$ cat config.mk
export PLATFORM = sky130hd
export DESIGN_NAME = indexed_sequence_store_flat
export DESIGN_NICKNAME = d
export VERILOG_FILES = /design/src/isq_pkg.sv /design/src/isq_ifs.sv /design/src/indexed_sequence_store.sv /design/src/isq_ram.sv /design/src/flat_wrapper.sv
export SDC_FILE = /design/constraint.sdc
export NUM_CORES = 1
export LEC_CHECK = 0
export BUFFER_PORTS_ARGS = -buffer_cell sky130_fd_sc_hd__buf_4
export CAP_MARGIN = 40
export CORE_MARGIN = 5
export CORE_UTILIZATION = 56
export CTS_CLUSTER_DIAMETER = 80
export CTS_CLUSTER_SIZE = 28
export DETAILED_ROUTE_END_ITERATION = 8
export GPL_TIMING_DRIVEN = 0
export PLACE_DENSITY = 0.85
export SETUP_SLACK_MARGIN = 0.5
export SLEW_MARGIN = 20
export SYNTH_ARGS = -nofsm -noshare
export SYNTH_HDL_FRONTEND = slang
export SYNTH_HIERARCHICAL = 1
export SYNTH_SLANG_ARGS = --single-unit
$ cat constraint.sdc
create_clock -name clk -period 6.6 [get_ports clk]
set_input_delay 1.32 -clock clk [delete_from_list [all_inputs] [get_ports clk]]
set_output_delay 1.32 -clock clk [all_outputs]
set_load 0.01 [all_outputs]
$ cat src/isq_pkg.sv
// Package with field widths, operation codes and status codes of the indexed sequence store.
package isq_pkg;

    // Field widths of the request and response words.
    localparam int FUNC_W   = 3;
    localparam int VALUE_W  = 32;
    localparam int POS_W    = 4;
    localparam int STATUS_W = 2;
    localparam int OCC_W    = 5;

    // Operation codes carried in the func field.
    localparam logic [FUNC_W-1:0] FUNC_INSERT  = 3'd0;
    localparam logic [FUNC_W-1:0] FUNC_READ    = 3'd1;
    localparam logic [FUNC_W-1:0] FUNC_DELETE  = 3'd2;
    localparam logic [FUNC_W-1:0] FUNC_REVERSE = 3'd3;
    localparam logic [FUNC_W-1:0] FUNC_DUMP    = 3'd4;

    // Status codes carried in the response word.
    localparam logic [STATUS_W-1:0] ST_OK        = 2'd0;
    localparam logic [STATUS_W-1:0] ST_BAD_INDEX = 2'd1;
    localparam logic [STATUS_W-1:0] ST_FULL      = 2'd2;
    localparam logic [STATUS_W-1:0] ST_EMPTY     = 2'd3;

    typedef logic signed [VALUE_W-1:0] value_t;

endpackage

$ cat src/isq_ifs.sv
// Handshake interfaces for the request and response channels of the indexed sequence store.
interface isq_req_if
    import isq_pkg::*;
();
    logic              valid;
    logic              ready;
    logic [FUNC_W-1:0] func;
    value_t            value;
    logic [POS_W-1:0]  position;

    modport source(output valid, output func, output value, output position, input ready);
    modport sink(input valid, input func, input value, input position, output ready);
endinterface

interface isq_rsp_if
    import isq_pkg::*;
();
    logic                valid;
    logic                ready;
    logic [STATUS_W-1:0] status;
    value_t              data_out;
    logic [OCC_W-1:0]    occupancy;
    logic                last;

    modport source(output valid, output status, output data_out, output occupancy,
                   output last, input ready);
    modport sink(input valid, input status, input data_out, input occupancy,
                 input last, output ready);
endinterface

$ cat src/indexed_sequence_store.sv
// Top level of the indexed sequence store: sequencer, shared address unit and entry RAM.
//
// The store keeps up to DEPTH signed 32-bit words in a circular RAM, with a head pointer
// and a direction bit that give the physical place of every logical index; one shared
// modular add/subtract unit turns an index into a RAM address for every access. A request
// word is taken only while the sequencer is idle, and a finished response word may still
// wait on the output register while the next request is taken. A delete moves each entry
// behind the gap forward by one place, with one RAM read and one RAM write per entry. A
// dump sends one word per entry, by one RAM read, one data capture and one output load
// each, and waits while the sink stalls. Entries hold no reset value, so there is no
// clearing pass after reset.
module indexed_sequence_store
    import isq_pkg::*;
#(
    parameter int DEPTH = 16
) (
    input  logic      clk,
    input  logic      rst_n,
    isq_req_if.sink   req,
    isq_rsp_if.source rsp
);

    localparam int AW = $clog2(DEPTH);
    localparam int CW = $clog2(DEPTH + 1);
    localparam logic [AW:0]   DEPTH_W = (AW + 1)'(DEPTH);
    localparam logic [CW-1:0] DEPTH_C = CW'(DEPTH);

    // Sequencer states.
    localparam logic [2:0] S_IDLE  = 3'd0;
    localparam logic [2:0] S_EXEC  = 3'd1;
    localparam logic [2:0] S_RWAIT = 3'd2;
    localparam logic [2:0] S_DRD   = 3'd3;
    localparam logic [2:0] S_DWR   = 3'd4;
    localparam logic [2:0] S_PRD   = 3'd5;
    localparam logic [2:0] S_PWAIT = 3'd6;
    localparam logic [2:0] S_EMIT  = 3'd7;

    // Control state.
    logic [2:0]          state_reg, state_next;
    logic [AW-1:0]       head_reg, head_next;
    logic                dir_reg, dir_next;
    logic [CW-1:0]       count_reg, count_next;
    logic                more_reg, more_next;
    logic                out_valid_reg, out_valid_next;

    // Payload state.
    logic [FUNC_W-1:0]   func_reg, func_next;
    value_t              value_reg, value_next;
    logic [POS_W-1:0]    pos_reg, pos_next;
    logic [AW-1:0]       idx_reg, idx_next;
    logic [STATUS_W-1:0] res_status_reg, res_status_next;
    value_t              res_data_reg, res_data_next;
    logic                res_last_reg, res_last_next;
    logic [STATUS_W-1:0] out_status_reg, out_status_next;
    value_t              out_data_reg, out_data_next;
    logic [OCC_W-1:0]    out_occ_reg, out_occ_next;
    logic                out_last_reg, out_last_next;

    // Shared address unit and RAM signals.
    logic                u_back;
    logic [AW-1:0]       u_off;
    logic [AW-1:0]       u_addr;
    logic [AW:0]         u_sum;
    logic [AW:0]         u_diff;
    logic                ram_we;
    value_t              ram_wdata;
    logic [VALUE_W-1:0]  ram_rdata;

    logic [7:0]          pos_ext;
    logic [7:0]          cnt_ext;
    logic                bad_index;
    logic                is_full;

    assign pos_ext   = 8'(pos_reg);
    assign cnt_ext   = 8'(count_reg);
    assign bad_index = (pos_ext >= cnt_ext);
    assign is_full   = (count_reg == DEPTH_C);

    // Logical index to physical address: head plus or minus offset, modulo DEPTH.
    always_comb
    begin
        u_sum  = {1'b0, head_reg} + {1'b0, u_off};
        u_diff = {1'b0, head_reg} - {1'b0, u_off};
        if (!u_back)
        begin
            u_addr = (u_sum >= DEPTH_W) ? AW'(u_sum - DEPTH_W) : AW'(u_sum);
        end
        else
        begin
            u_addr = u_diff[AW] ? AW'(u_diff + DEPTH_W) : AW'(u_diff);
        end
    end

    assign ram_wdata = (state_reg == S_EXEC) ? value_reg : value_t'(ram_rdata);

    isq_ram #(
        .WIDTH(VALUE_W),
        .DEPTH(DEPTH)
    ) u_ram (
        .clk  (clk),
        .we   (ram_we),
        .waddr(u_addr),
        .wdata(ram_wdata),
        .raddr(u_addr),
        .rdata(ram_rdata)
    );

    // Sequencer and datapath next-state logic.
    always_comb
    begin
        state_next      = state_reg;
        head_next       = head_reg;
        dir_next        = dir_reg;
        count_next      = count_reg;
        more_next       = more_reg;
        func_next       = func_reg;
        value_next      = value_reg;
        pos_next        = pos_reg;
        idx_next        = idx_reg;
        res_status_next = res_status_reg;
        res_data_next   = res_data_reg;
        res_last_next   = res_last_reg;
        out_status_next = out_status_reg;
        out_data_next   = out_data_reg;
        out_occ_next    = out_occ_reg;
        out_last_next   = out_last_reg;
        out_valid_next  = out_valid_reg && !rsp.ready;
        u_back          = dir_reg;
        u_off           = idx_reg;
        ram_we          = 1'b0;

        case (state_reg)
            S_IDLE:
            begin
                if (req.valid)
                begin
                    func_next  = req.func;
                    value_next = req.value;
                    pos_next   = req.position;
                    state_next = S_EXEC;
                end
            end

            S_EXEC:
            begin
                more_next       = 1'b0;
                res_last_next   = 1'b1;
                res_data_next   = '0;
                res_status_next = ST_OK;
                state_next      = S_EMIT;
                case (func_reg)
                    FUNC_INSERT:
                    begin
                        if (is_full)
                        begin
                            res_status_next = ST_FULL;
                        end
                        else
                        begin
                            // The new front sits one place before the head.
                            u_back     = !dir_reg;
                            u_off      = AW'(1);
                            ram_we     = 1'b1;
                            head_next  = u_addr;
                            count_next = count_reg + CW'(1);
                        end
                    end
                    FUNC_READ:
                    begin
                        if (bad_index)
                        begin
                            res_status_next = ST_BAD_INDEX;
                        end
                        else
                        begin
                            u_off      = AW'(pos_reg);
                            state_next = S_RWAIT;
                        end
                    end
                    FUNC_DELETE:
                    begin
                        if (bad_index)
                        begin
                            res_status_next = ST_BAD_INDEX;
                        end
                        else if (pos_ext + 8'd1 == cnt_ext)
                        begin
                            count_next = count_reg - CW'(1);
                        end
                        else
                        begin
                            idx_next   = AW'(pos_reg);
                            state_next = S_DRD;
                        end
                    end
                    FUNC_REVERSE:
                    begin
                        // The back entry becomes the head and the walk direction flips.
                        if (count_reg > CW'(1))
                        begin
                            u_off     = AW'(count_reg - CW'(1));
                            head_next = u_addr;
                            dir_next  = !dir_reg;
                        end
                    end
                    FUNC_DUMP:
                    begin
                        if (count_reg == '0)
                        begin
                            res_status_next = ST_EMPTY;
                        end
                        else
                        begin
                            idx_next   = '0;
                            state_next = S_PRD;
                        end
                    end
                    default:
                    begin
                        state_next = S_IDLE;
                    end
                endcase
            end

            S_RWAIT:
            begin
                res_data_next = value_t'(ram_rdata);
                state_next    = S_EMIT;
            end

            S_DRD:
            begin
                u_off      = idx_reg + AW'(1);
                state_next = S_DWR;
            end

            S_DWR:
            begin
                // Move the entry behind the gap forward by one place.
                ram_we = 1'b1;
                if (CW'(idx_reg) + CW'(2) == count_reg)
                begin
                    count_next = count_reg - CW'(1);
                    state_next = S_EMIT;
                end
                else
                begin
                    idx_next   = idx_reg + AW'(1);
                    state_next = S_DRD;
                end
            end

            S_PRD:
            begin
                state_next = S_PWAIT;
            end

            S_PWAIT:
            begin
                res_data_next   = value_t'(ram_rdata);
                res_status_next = ST_OK;
                res_last_next   = (CW'(idx_reg) + CW'(1) == count_reg);
                more_next       = !(CW'(idx_reg) + CW'(1) == count_reg);
                state_next      = S_EMIT;
            end

            S_EMIT:
            begin
                // Load the output register once it is free or being drained.
                if (!out_valid_reg || rsp.ready)
                begin
                    out_valid_next  = 1'b1;
                    out_status_next = res_status_reg;
                    out_data_next   = res_data_reg;
                    out_occ_next    = OCC_W'(count_reg);
                    out_last_next   = res_last_reg;
                    if (more_reg)
                    begin
                        idx_next   = idx_reg + AW'(1);
                        state_next = S_PRD;
                    end
                    else
                    begin
                        state_next = S_IDLE;
                    end
                end
            end

            default:
            begin
                state_next = S_IDLE;
            end
        endcase
    end

    // Control registers.
    always_ff @(posedge clk or negedge rst_n)
    begin
        if (!rst_n)
        begin
            state_reg     <= S_IDLE;
            head_reg      <= '0;
            dir_reg       <= 1'b0;
            count_reg     <= '0;
            more_reg      <= 1'b0;
            out_valid_reg <= 1'b0;
        end
        else
        begin
            state_reg     <= state_next;
            head_reg      <= head_next;
            dir_reg       <= dir_next;
            count_reg     <= count_next;
            more_reg      <= more_next;
            out_valid_reg <= out_valid_next;
        end
    end

    // Payload registers.
    always_ff @(posedge clk)
    begin
        func_reg       <= func_next;
        value_reg      <= value_next;
        pos_reg        <= pos_next;
        idx_reg        <= idx_next;
        res_status_reg <= res_status_next;
        res_data_reg   <= res_data_next;
        res_last_reg   <= res_last_next;
        out_status_reg <= out_status_next;
        out_data_reg   <= out_data_next;
        out_occ_reg    <= out_occ_next;
        out_last_reg   <= out_last_next;
    end

    assign req.ready     = (state_reg == S_IDLE);
    assign rsp.valid     = out_valid_reg;
    assign rsp.status    = out_status_reg;
    assign rsp.data_out  = out_data_reg;
    assign rsp.occupancy = out_occ_reg;
    assign rsp.last      = out_last_reg;

`ifndef SYNTHESIS
    // The entry count never passes the capacity.
    a_count_bound: assert property (@(posedge clk) disable iff (!rst_n)
        count_reg <= DEPTH_C)
        else $error("entry count exceeds capacity");

    // The entry count moves by at most one per cycle.
    a_count_step: assert property (@(posedge clk) disable iff (!rst_n)
        (count_reg != $past(count_reg)) |->
            ((count_reg == $past(count_reg) + CW'(1)) ||
             (count_reg + CW'(1) == $past(count_reg))))
        else $error("entry count jumped by more than one");

    // An empty-dump word carries zero data and closes the item.
    a_empty_word: assert property (@(posedge clk) disable iff (!rst_n)
        (rsp.valid && rsp.status == ST_EMPTY) |->
            (rsp.data_out == '0 && rsp.last && rsp.occupancy == '0))
        else $error("malformed empty-dump word");
`endif

endmodule

$ cat src/isq_ram.sv
// Generic single-clock RAM with one write port and one registered read port.
module isq_ram #(
    parameter int WIDTH = 32,
    parameter int DEPTH = 16
) (
    input  logic                     clk,
    input  logic                     we,
    input  logic [$clog2(DEPTH)-1:0] waddr,
    input  logic [WIDTH-1:0]         wdata,
    input  logic [$clog2(DEPTH)-1:0] raddr,
    output logic [WIDTH-1:0]         rdata
);

    logic [WIDTH-1:0] mem [DEPTH];

    // Synchronous write and registered read.
    always_ff @(posedge clk)
    begin
        if (we)
        begin
            mem[waddr] <= wdata;
        end
        rdata <= mem[raddr];
    end

endmodule

$ cat src/flat_wrapper.sv
// flat-port wrapper written by rule: the top's interface ports become plain ports
module indexed_sequence_store_flat import isq_pkg::*;
#(
    parameter int DEPTH = 16
)
  (clk, rst_n, req_valid, req_func, req_value, req_position, req_ready, rsp_valid, rsp_status, rsp_data_out, rsp_occupancy, rsp_last, rsp_ready);
  isq_req_if req_i ();
  isq_rsp_if rsp_i ();
  input  logic clk;
  input  logic rst_n;
  input wire logic [$bits(req_i.valid)-1:0] req_valid;
  input wire logic [$bits(req_i.func)-1:0] req_func;
  input wire logic [$bits(req_i.value)-1:0] req_value;
  input wire logic [$bits(req_i.position)-1:0] req_position;
  output wire logic [$bits(req_i.ready)-1:0] req_ready;
  output wire logic [$bits(rsp_i.valid)-1:0] rsp_valid;
  output wire logic [$bits(rsp_i.status)-1:0] rsp_status;
  output wire logic [$bits(rsp_i.data_out)-1:0] rsp_data_out;
  output wire logic [$bits(rsp_i.occupancy)-1:0] rsp_occupancy;
  output wire logic [$bits(rsp_i.last)-1:0] rsp_last;
  input wire logic [$bits(rsp_i.ready)-1:0] rsp_ready;
  assign req_i.valid = req_valid;
  assign req_i.func = req_func;
  assign req_i.value = req_value;
  assign req_i.position = req_position;
  assign req_ready = req_i.ready;
  assign rsp_valid = rsp_i.valid;
  assign rsp_status = rsp_i.status;
  assign rsp_data_out = rsp_i.data_out;
  assign rsp_occupancy = rsp_i.occupancy;
  assign rsp_last = rsp_i.last;
  assign rsp_i.ready = rsp_ready;
  indexed_sequence_store #(.DEPTH(DEPTH)) u_core (.clk(clk), .rst_n(rst_n), .req(req_i), .rsp(rsp_i));
endmodule
==> results of run 1 <==
layer usage:
metal | vias to the layer above | track usage [%] | routed length, um
met2 | 825 | 38.46 | 29400
met1 | 6955 | 31.89 | 22070
li1 | 5678 | - | -
met3 | 125 | 4.038 | 5736
met4 | 0 | 5.877 | 1744
met5 | - | 0 | 0
stage by stage:
step / setup WS [ns] / area [um2] / hold slack, ns / TNS, ns
final: 0.6315 / 29250 / 0.4255 / 0
after global routing: 0.4740 / 29250 / 0.4336 / 0
after CTS: 0.6272 / 29100 / 0.4274 / 0
after detailed placement: 0.5421 / 28130 / 0.4045 / 0
after global placement: -0.9652 / 27400 / 0.4042 / -406.31
after floorplan: 0.9059 / 26010 / 0.4003 / 0
worst max-delay path: stages (launching register included):
cell	delay, ns
dfrtp_1	0.45
buf_2	0.20
inv_1	0.22
ha_1	0.28
nor4bb_4	0.39
or3_4	0.22
and3_1	0.17
mux2i_1	0.09
o21a_1	0.24
ha_1	0.29
nor2_1	0.04
a21oi_1	0.21
inv_1	0.08
ha_1	0.28
nand2_1	0.04
o21ai_0	0.20
xor2_1	0.20
xnor2_1	0.10
xnor2_1	0.65
nor2b_1	0.21
clkbuf_1	0.31
clkbuf_1	0.64
a22oi_1	0.27
nand2_1	0.12
area by class of cell:
| class | instances | area (um2) |
|---|---|---|
| multi-input combinational | 595 | 5833 |
| antenna | 1 | 2.502 |
| buffer | 70 | 325.3 |
| fill | 3017 | 17010 |
| inverter | 16 | 60.06 |
| clock buffer | 48 | 818.3 |
| clock inverter | 7 | 118.9 |
| timing repair buffer | 131 | 1396 |
| tap | 607 | 759.5 |
| sequential | 677 | 19930 |
worst max-delay path by stage:
stage	start	to	slack, ns	cells after the start
after floorplan	u_core/count_reg[2]	u_core/u_ram/mem[1][0]	0.91	20
after CTS	u_core/count_reg[0]	u_core/u_ram/mem[15][6]	0.63	21
after global routing	u_core/count_reg[0]	u_core/u_ram/rdata[7]	0.47	23
after global placement	u_core/count_reg[0]	u_core/u_ram/mem[3][11]	-0.97	20
final	u_core/count_reg[0]	u_core/u_ram/rdata[7]	0.63	23
after detailed placement	u_core/count_reg[0]	u_core/u_ram/mem[8][22]	0.54	21
cell usage in the layout (no fill, tap or decap), drive strengths merged, types with 4 or more instances in the layout:
master    n
ha       15
clkbuf   80
xnor2    17
mux4    128
nand3    11
nand2   162
a21oi    12
dfxtp    32
nor2     35
nor2b     6
and2     35
a22oi    66
nor3     12
nand4     4
xor2     10
o21ai    22
o31ai     7
buf     169
inv      18
nand2b    9
edfxtp  630
dfrtp    15
clkinv    5
logic make-up (layout without fill, tap and decap cells):
group,Yosys count,in the layout,share of synthesized area (%)
DFF,677,677,76.69
and+or+nand+nor,288,288,5.122
muxes,133,133,11.29
AOI/OAI and AO/OA,131,131,3.716
buffers and inverters,86,272,1.473
xor gates and xnor gates,27,27,0.9097
adders and majority gates,16,16,0.7990
other,0,1,0
what timing repair did:
item,in CTS,in global routing
pin swaps,1,3
resized for setup,0,4
setup endpoints to repair,1,120
setup buffers,3,14
==> results.yml, run 1 <==
status:
  status: "completed"
die:
  initial_core_util_pct: 56.19
  die_w_um: 225.4
  die_area_um2: 50830
  rows: 79
  design.portCount: 85
  coreArea_um2: 46260
  die_y_um: 225.4
sta:
  hold_viol: 0
  slew_violations: 0
  period_needed_ns: 5.968
  tightest_slew_ns: 0.8802
  finalCritPeriodShare_pct: 90.43
  clock.fmax_mhz: 167.5
  finClkSkew_ns: 0.03446
  finalSetupViolCount: 0
  rsz0062_at_grt: "false"
  maxSlewHeadroom_pct: 41.32
clocking:
  cts_tree: "built"
  clk_path_buf_depth: 3
  clk_pin_slew_ns: 0.10
  cts_buffers: 30
  cts.hold.buffers_added: 0
  insertion_delay_ns: 0.63
  cts.sinks: 677
  cts_root_buf: "clkbuf_16"
  cts_max_level: 1
setup_path:
  regToRegStartpoint: "u_core/count_reg[0]"
  r2r_cells: 23
  cp-start-kind: "flop"
  reg2reg_to: "u_core/u_ram/rdata[7]"
  crit_fanout: 10
  crit_required_ns: 7.16
  critPathKind: "reg -> reg"
  end_kind: "flop"
  r2r_slack_ns: 0.63
  crit_arrival_ns: 6.52
layout:
  max_flop_register: "u_core/u_ram/mem"
  nets: 1580
  area_delta_synth_final_pct: 12.52
  largest_register_ffs: 512
  drive_above_1_share_pct: 23.12
  layoutNonFillerInstCount: 2152
  final_util_pct: 63.23
flow_run:
  cap_violations: 0
yosys:
  avgSynthCellArea_um2: 19.14
  synth.area.top_cells: "edfxtp_1 73%, mux4_2 11%, dfxtp_1 2.5%"
  async_reset_ff_share_pct: 2.216
  synth_edf_count: 630
  ys_types: 59
  yosys.area.top_type: "edfxtp_1"
  yosysWarnings: 6
  mappedNetlistArea_um2: 25990
  synth-main-ff-cell: "edfxtp_1"
  synth_common_cells: "630 x edfxtp_1, 162 x nand2_1, 128 x mux4_2"
  synth_fp_nets: 1417
  seq_area_frac_synth_pct: 76.69
  synth_cells: 1358
  synth_top_area_share_pct: 72.78
  yosysMostFrequentCell: "edfxtp_1"
  ys_ff_latch: 677
place:
  hpwl_um: 38460
  gp_congestion: 0.8896
  placed_cells: 2079
  io_buffers: 84
drt:
  ant_nets: 0
  vias: 13580
  via_per_inst: 6.312
  wl_um: 58950
  dr.pass1.iters: 5
  wl_per_cell_um: 27.39
  drc: 0
  drt-initial-drc-count: 1704
grt:
  grtUsageTotal_pct: 22.92
  grt_pass1_wl_um: 86750
  grt_max_degree: 40
  grt-ovfl-total: 0
  grt_pass1_vias: 13760
  antenna_found_initial: 0
worst_hold_path:
  hp-class: "reg -> reg"
  min_from: "u_core/res_status_reg[0]"
  hold_end: "u_core/rsp.status[0]"
  holdPathStages: 0
Power of run 1 is not shown: default switching activity piles up to over one toggle a cycle in this logic, so the estimate is an artifact.
==> run 2, diff against run 1 <==
- CTS_CLUSTER_DIAMETER: 80 -> 150
- RECOVER_POWER: unset -> 100
==> run 2 against run 1 <==
  * The run now ends with max-capacitance violations, max-slew violations left
  * Critical path depth shrank 2
  * Final cell count shrank 0.93%
  * Maximum frequency shrank 2.2%
  * Cell area shrank 1.9%
  * Worst setup slack lost 0.13 ns
  * First-iteration DRC count shrank 16%
  * Critical endpoint is now u_core/u_ram/mem[3][11]
  * Highest routed layer unchanged
==> results.yml, run 2 (synthesis results as in run 1) <==
status:
  status: "complete, but fails checks"
  failed_checks: "max-capacitance violations, max-slew violations"
setup_path:
  regToRegStartpoint: "u_core/count_reg[0]"
  critPathKind: "reg -> reg"
  crit_fanout: 11
  crit_required_ns: 6.91
  r2r_slack_ns: 0.50
  crit_arrival_ns: 6.41
  reg2reg_to: "u_core/u_ram/mem[3][11]"
  end_kind: "flop"
  cp-start-kind: "flop"
  r2r_cells: 21
clocking:
  insertion_delay_ns: 0.60
  cts_buffers: 28
  cts.sinks: 677
  cts_tree: "built"
  cts_root_buf: "clkbuf_16"
  clk_path_buf_depth: 3
  clk_pin_slew_ns: 0.10
  cts.hold.buffers_added: 0
  cts_max_level: 1
layout:
  n_antenna_cell: 0
  layout_common_cells: "630 x edfxtp_1, 162 x nand2_1, 128 x mux4_2, 112 x clkbuf_1, 66 x a22oi_1"
  max_flop_register: "u_core/u_ram/mem"
  area_delta_synth_final_pct: 10.33
  fin_area_um2: 28680
  nets: 1562
  final_common_cell: "edfxtp_1"
  largest_register_ffs: 512
  drive_above_1_share_pct: 17.97
  fill_cells: 3146
grt:
  grtUsageTotal_pct: 22.94
  grt-ovfl-total: 0
  antenna_found_initial: 0
  grt_max_degree: 40
  grt_pass1_vias: 13760
  grt_pass1_wl_um: 86640
drt:
  dr.pass1.iters: 6
  route.met2.wl_um: 29430
  via_per_inst: 6.335
  vias: 13510
  dr_wl_met3_um: 5481
  drt-initial-drc-count: 1426
  route.layer.met1.wl_um: 21990
  top_layer_used: "met4"
  wl_per_cell_um: 27.43
  ant_nets: 0
  drc: 0
  wl_um: 58480
sta:
  finalSetupViolCount: 0
  hold_viol: 0
  slew_violations: 75
  period_needed_ns: 6.101
  clock.fmax_mhz: 163.9
  tightest_slew_ns: 3.354
  maxSlewHeadroom_pct: -123.7
  rsz0062_at_grt: "false"
  finClkSkew_ns: 0.02762
  finalCritPeriodShare_pct: 92.44
worst_hold_path:
  hold_end: "u_core/rsp.data_out[5]"
  min_from: "u_core/res_data_reg[5]"
  hp-class: "reg -> reg"
  holdPathStages: 0
die:
  die_y_um: 225.4
  coreArea_um2: 46260
  die_area_um2: 50830
  design.portCount: 85
  die_w_um: 225.4
  initial_core_util_pct: 56.19
  rows: 79
place:
  postPlaceCellArea_um2: 28130
  hpwl_um: 38460
  gp_congestion: 0.8896
  io_buffers: 84
flow_run:
  cap_violations: 3
run 2: cell count changes in the layout (fill, tap and decap cells not counted), sizes merged:
cell	before	now
diode	1	0
clkinv	5	1
buf	169	58
inv	18	16
clkbuf	80	178
run 2: layout make-up:
cell class / count / area [um2] / share of cell area, %
buffer: 70 / 320.3 / 1.117
clock buffer: 51 / 808.3 / 2.818
clock inverter: 1 / 30.03 / 0.1047
inverter: 16 / 60.06 / 0.2094
multi-input combinational: 595 / 5784 / 20.17
sequential: 677 / 19930 / 69.51
tap: 607 / 759.5 / 2.648
timing repair buffer: 115 / 982.2 / 3.425
run 2: worst max-delay path by stage:
stage                                    from  slack, ns  depth (start not counted)                 endpoint
after floorplan           u_core/count_reg[2]       0.91                         20   u_core/u_ram/mem[1][0]
after global placement    u_core/count_reg[0]      -0.97                         20  u_core/u_ram/mem[3][11]
after detailed placement  u_core/count_reg[0]       0.54                         21  u_core/u_ram/mem[8][22]
after CTS                 u_core/count_reg[0]       0.52                         21  u_core/u_ram/mem[8][16]
after global routing      u_core/count_reg[2]       0.28                         21  u_core/u_ram/mem[3][11]
final                     u_core/count_reg[0]       0.50                         21  u_core/u_ram/mem[3][11]
run 2: metal layers:
| metal | global-route usage (%) | vias up |
|---|---|---|
| li1 | - | 5644 |
| met1 | 31.58 | 6956 |
| met2 | 38.95 | 790 |
| met3 | 3.751 | 116 |
| met4 | 6.091 | 0 |
| met5 | 0 | - |
run 2: worst max-delay path: stages (launching register included):
cell and delay, ns:
dfrtp_1 0.45, buf_2 0.20, inv_1 0.22, ha_1 0.27, nor4bb_1 0.56, or3_4 0.27, and3_1 0.15, mux2i_1 0.07
o21a_1 0.24, ha_1 0.30, nor2_1 0.04, a21oi_1 0.21, inv_1 0.08, ha_1 0.28, nand2_1 0.04, o21ai_0 0.20
xor2_1 0.20, xnor2_1 0.18, xnor2_2 0.19, or3b_2 0.60, nor2_2 0.80, buf_8 0.26
run 2: what timing repair did:
item,CTS,global route
setup endpoints to repair,0,214
resized for setup,0,1
setup buffers,0,0
run 2: metrics by stage:
step	setup slack, ns	util, %	setup TNS [ns]	hold WS, ns	cells
final	0.4987	62.00	0	0.4245	2132
after floorplan	0.9059	-	0	0.4003	1358
after CTS	0.5185	62.62	0	0.4234	2131
after detailed placement	0.5421	60.81	0	0.4045	2079
after global placement	-0.9652	59.24	-406.31	0.4042	2049
after global routing	0.2755	62.00	0	0.4256	2132
Power of run 2 is left out for the same reason.
==> run 3, diff against run 2 <==
--- a/config.mk
+++ b/config.mk
@@ -8,6 +8,8 @@
 export BUFFER_PORTS_ARGS = -buffer_cell sky130_fd_sc_hd__buf_4
 export CAP_MARGIN = 40
+export CELL_PAD_IN_SITES_DETAIL_PLACEMENT = 0
+export CELL_PAD_IN_SITES_GLOBAL_PLACEMENT = 1
 export CORE_MARGIN = 5
-export CORE_UTILIZATION = 56
+export CORE_UTILIZATION = 49
 export CTS_CLUSTER_DIAMETER = 150
 export CTS_CLUSTER_SIZE = 28
==> constraint.sdc (replaced) <==
create_clock -name clk -period 6.6 [get_ports clk]
set_input_delay 1.32 -clock clk [delete_from_list [all_inputs] [get_ports clk]]
set_output_delay 1.32 -clock clk [all_outputs]
set_load 0.005 [all_outputs]
==> run 3 against run 2 <==
  * The flow still finishes with violations (max-capacitance violations, max-slew violations)
  * Wire length decreased by 4.3%
  * Critical path depth up 1
  * Worst setup slack better by 0.18 ns
  * Core utilization shrank 6.9 points
  * Die area up 14%
  * Cell area rose by 1.0%
  * Global-route usage is 3.7 points lower
  * Maximum frequency is 3.0% higher
  * Sequential share of layout area shrank 0.71 points
  * Non-clock buffer count is 17 higher
  * Worst hold slack got worse by 0.0077 ns
  * Flip-flop and latch count unchanged
  * Critical path type unchanged
==> results.yml, run 3 (synthesis results as in run 1) <==
status:
  status: "complete, but fails checks"
  failed_checks: "max-capacitance violations, max-slew violations"
setup_path:
  max_stage_delay_ns: 0.58
  regToRegStartpoint: "u_core/count_reg[2]"
  critPathKind: "reg -> reg"
  crit_required_ns: 6.90
  cp-start-kind: "flop"
  crit_family: "simple AND/OR/NAND/NOR gates"
  cp_slowest_cell: "or3b_2"
  startpoint: "u_core/count_reg[2]"
  r2r_slack_ns: 0.68
  cp.depth: 22
  crit_chain: "clkbuf_1, inv_1, ha_1, o21a_1, nor2_1, o31ai_2, mux2i_1, a21oi_1, ha_1, nor2_1, a21oi_1, inv_1, ha_1, nand2_1, o21ai_0, xor2_1, xnor2_1, xnor2_2, or3b_2, nor3_1, buf_12, clkbuf_1"
  crit_fanout: 10
  reg2reg_to: "u_core/u_ram/mem[0][2]"
  r2r_cells: 22
  cp_num_buf_inv: 5
  path_common_cell: "ha_1"
  crit_arrival_ns: 6.22
  end_kind: "flop"
place:
  placed_cells: 2160
  io_buffers: 84
  hpwl_um: 36690
  gp_congestion: 0.8671
clocking:
  clk_pin_slew_ns: 0.10
  cts_max_level: 1
  cts.sinks: 677
  cts_tree: "built"
  cts_buffers: 28
  clk_path_buf_depth: 3
  cts_root_buf: "clkbuf_16"
  cts.hold.buffers_added: 0
  insertion_delay_ns: 0.60
flow_run:
  cap_violations: 1
layout:
  area_delta_synth_final_pct: 11.47
  nets: 1579
  drive_above_1_share_pct: 20.53
  max_flop_register: "u_core/u_ram/mem"
  largest_register_ffs: 512
  layoutNonFillerInstCount: 2229
  final_common_cell: "edfxtp_1"
  layout_common_cells: "630 x edfxtp_1, 162 x nand2_1, 128 x mux4_2, 77 x clkbuf_1, 75 x clkbuf_4"
die:
  die_w_um: 240.3
  rows: 84
  die_area_um2: 57750
  die_y_um: 240.3
  initial_core_util_pct: 49.46
  design.portCount: 85
  coreArea_um2: 52550
worst_hold_path:
  hold_end: "u_core/rsp.data_out[21]"
  min_from: "u_core/res_data_reg[21]"
  holdPathStages: 0
  hp-class: "reg -> reg"
drt:
  drc: 0
  drt-initial-drc-count: 1555
  wl_um: 55970
  wl_per_cell_um: 25.11
  ant_nets: 0
  vias: 13130
  dr.pass1.iters: 5
  via_per_inst: 5.889
sta:
  hold_viol: 0
  slew_violations: 24
  tightest_slew_ns: 1.975
  maxSlewHeadroom_pct: -31.64
  rsz0062_at_grt: "false"
  finalCritPeriodShare_pct: 89.73
  clock.fmax_mhz: 168.9
  finalSetupViolCount: 0
  period_needed_ns: 5.922
  finClkSkew_ns: 0.02153
grt:
  grt_max_degree: 30
  grt_pass1_vias: 13120
  antenna_found_initial: 0
  grt_pass1_wl_um: 83750
  grtUsageTotal_pct: 19.28
  grt-ovfl-total: 0
==> run 3: how the worst max path moves through the flow <==
stage	endpoint	slack (ns)
final	u_core/u_ram/mem[0][2]	0.68
after detailed placement	u_core/u_ram/mem[9][14]	0.62
after global placement	u_core/u_ram/mem[11][14]	-1.10
after CTS	u_core/u_ram/mem[9][20]	0.56
after floorplan	u_core/u_ram/mem[1][0]	0.91
after global routing	u_core/u_ram/rdata[16]	0.28
==> run 3: area by class of cell <==
cell class	count	area (um2)
Antenna cell	2	5.005
Buffer	70	321.6
Clock buffer	45	764.5
Clock inverter	4	43.79
Fill cell	3954	23580
Inverter	16	60.06
Multi-Input combinational cell	595	5729
Sequential cell	677	19930
Tap cell	688	860.8
Timing Repair Buffer	132	1255
==> run 3: worst reg2reg max path: stages, from the launching register on <==
cell      delay [ns]
dfrtp_1         0.54
clkbuf_1        0.48
inv_1           0.15
ha_1            0.31
o21a_1          0.10
nor2_1          0.06
o31ai_2         0.35
mux2i_1         0.25
a21oi_1         0.14
ha_1            0.37
nor2_1          0.04
a21oi_1         0.22
inv_1           0.07
ha_1            0.27
nand2_1         0.04
o21ai_0         0.20
xor2_1          0.19
xnor2_1         0.18
xnor2_2         0.18
or3b_2          0.58
nor3_1          0.45
buf_12          0.21
clkbuf_1        0.24
==> run 3: per-stage QoR <==
step | area (um2) | setup TNS [ns] | util [%] | setup WS (ns) | hold slack, ns
after floorplan | 26010 | 0 | - | 0.9059 | 0.4003
after global placement | 27510 | -468.19 | 52.34 | -1.102 | 0.4037
after detailed placement | 28240 | 0 | 53.74 | 0.6231 | 0.4045
after CTS | 29050 | 0 | 55.28 | 0.5588 | 0.4267
after global routing | 28970 | 0 | 55.13 | 0.2754 | 0.4354
final | 28970 | 0 | 55.14 | 0.6779 | 0.4168
==> run 3: repair_timing <==
| item | in CTS | in global routing |
|---|---|---|
| setup buffers | 0 | 17 |
| endpoints found under the setup margin | 0 | 334 |
| gates resized for setup | 0 | 4 |
==> run 3: routing by layer <==
metal | GRT usage (%) | part of all wire, %
met1 | 28.14 | 41
met2 | 32.25 | 50
met3 | 2.053 | 6.9
met4 | 4.023 | 2.0
met5 | 0 | 0
Power of run 3 is left out for the same reason.
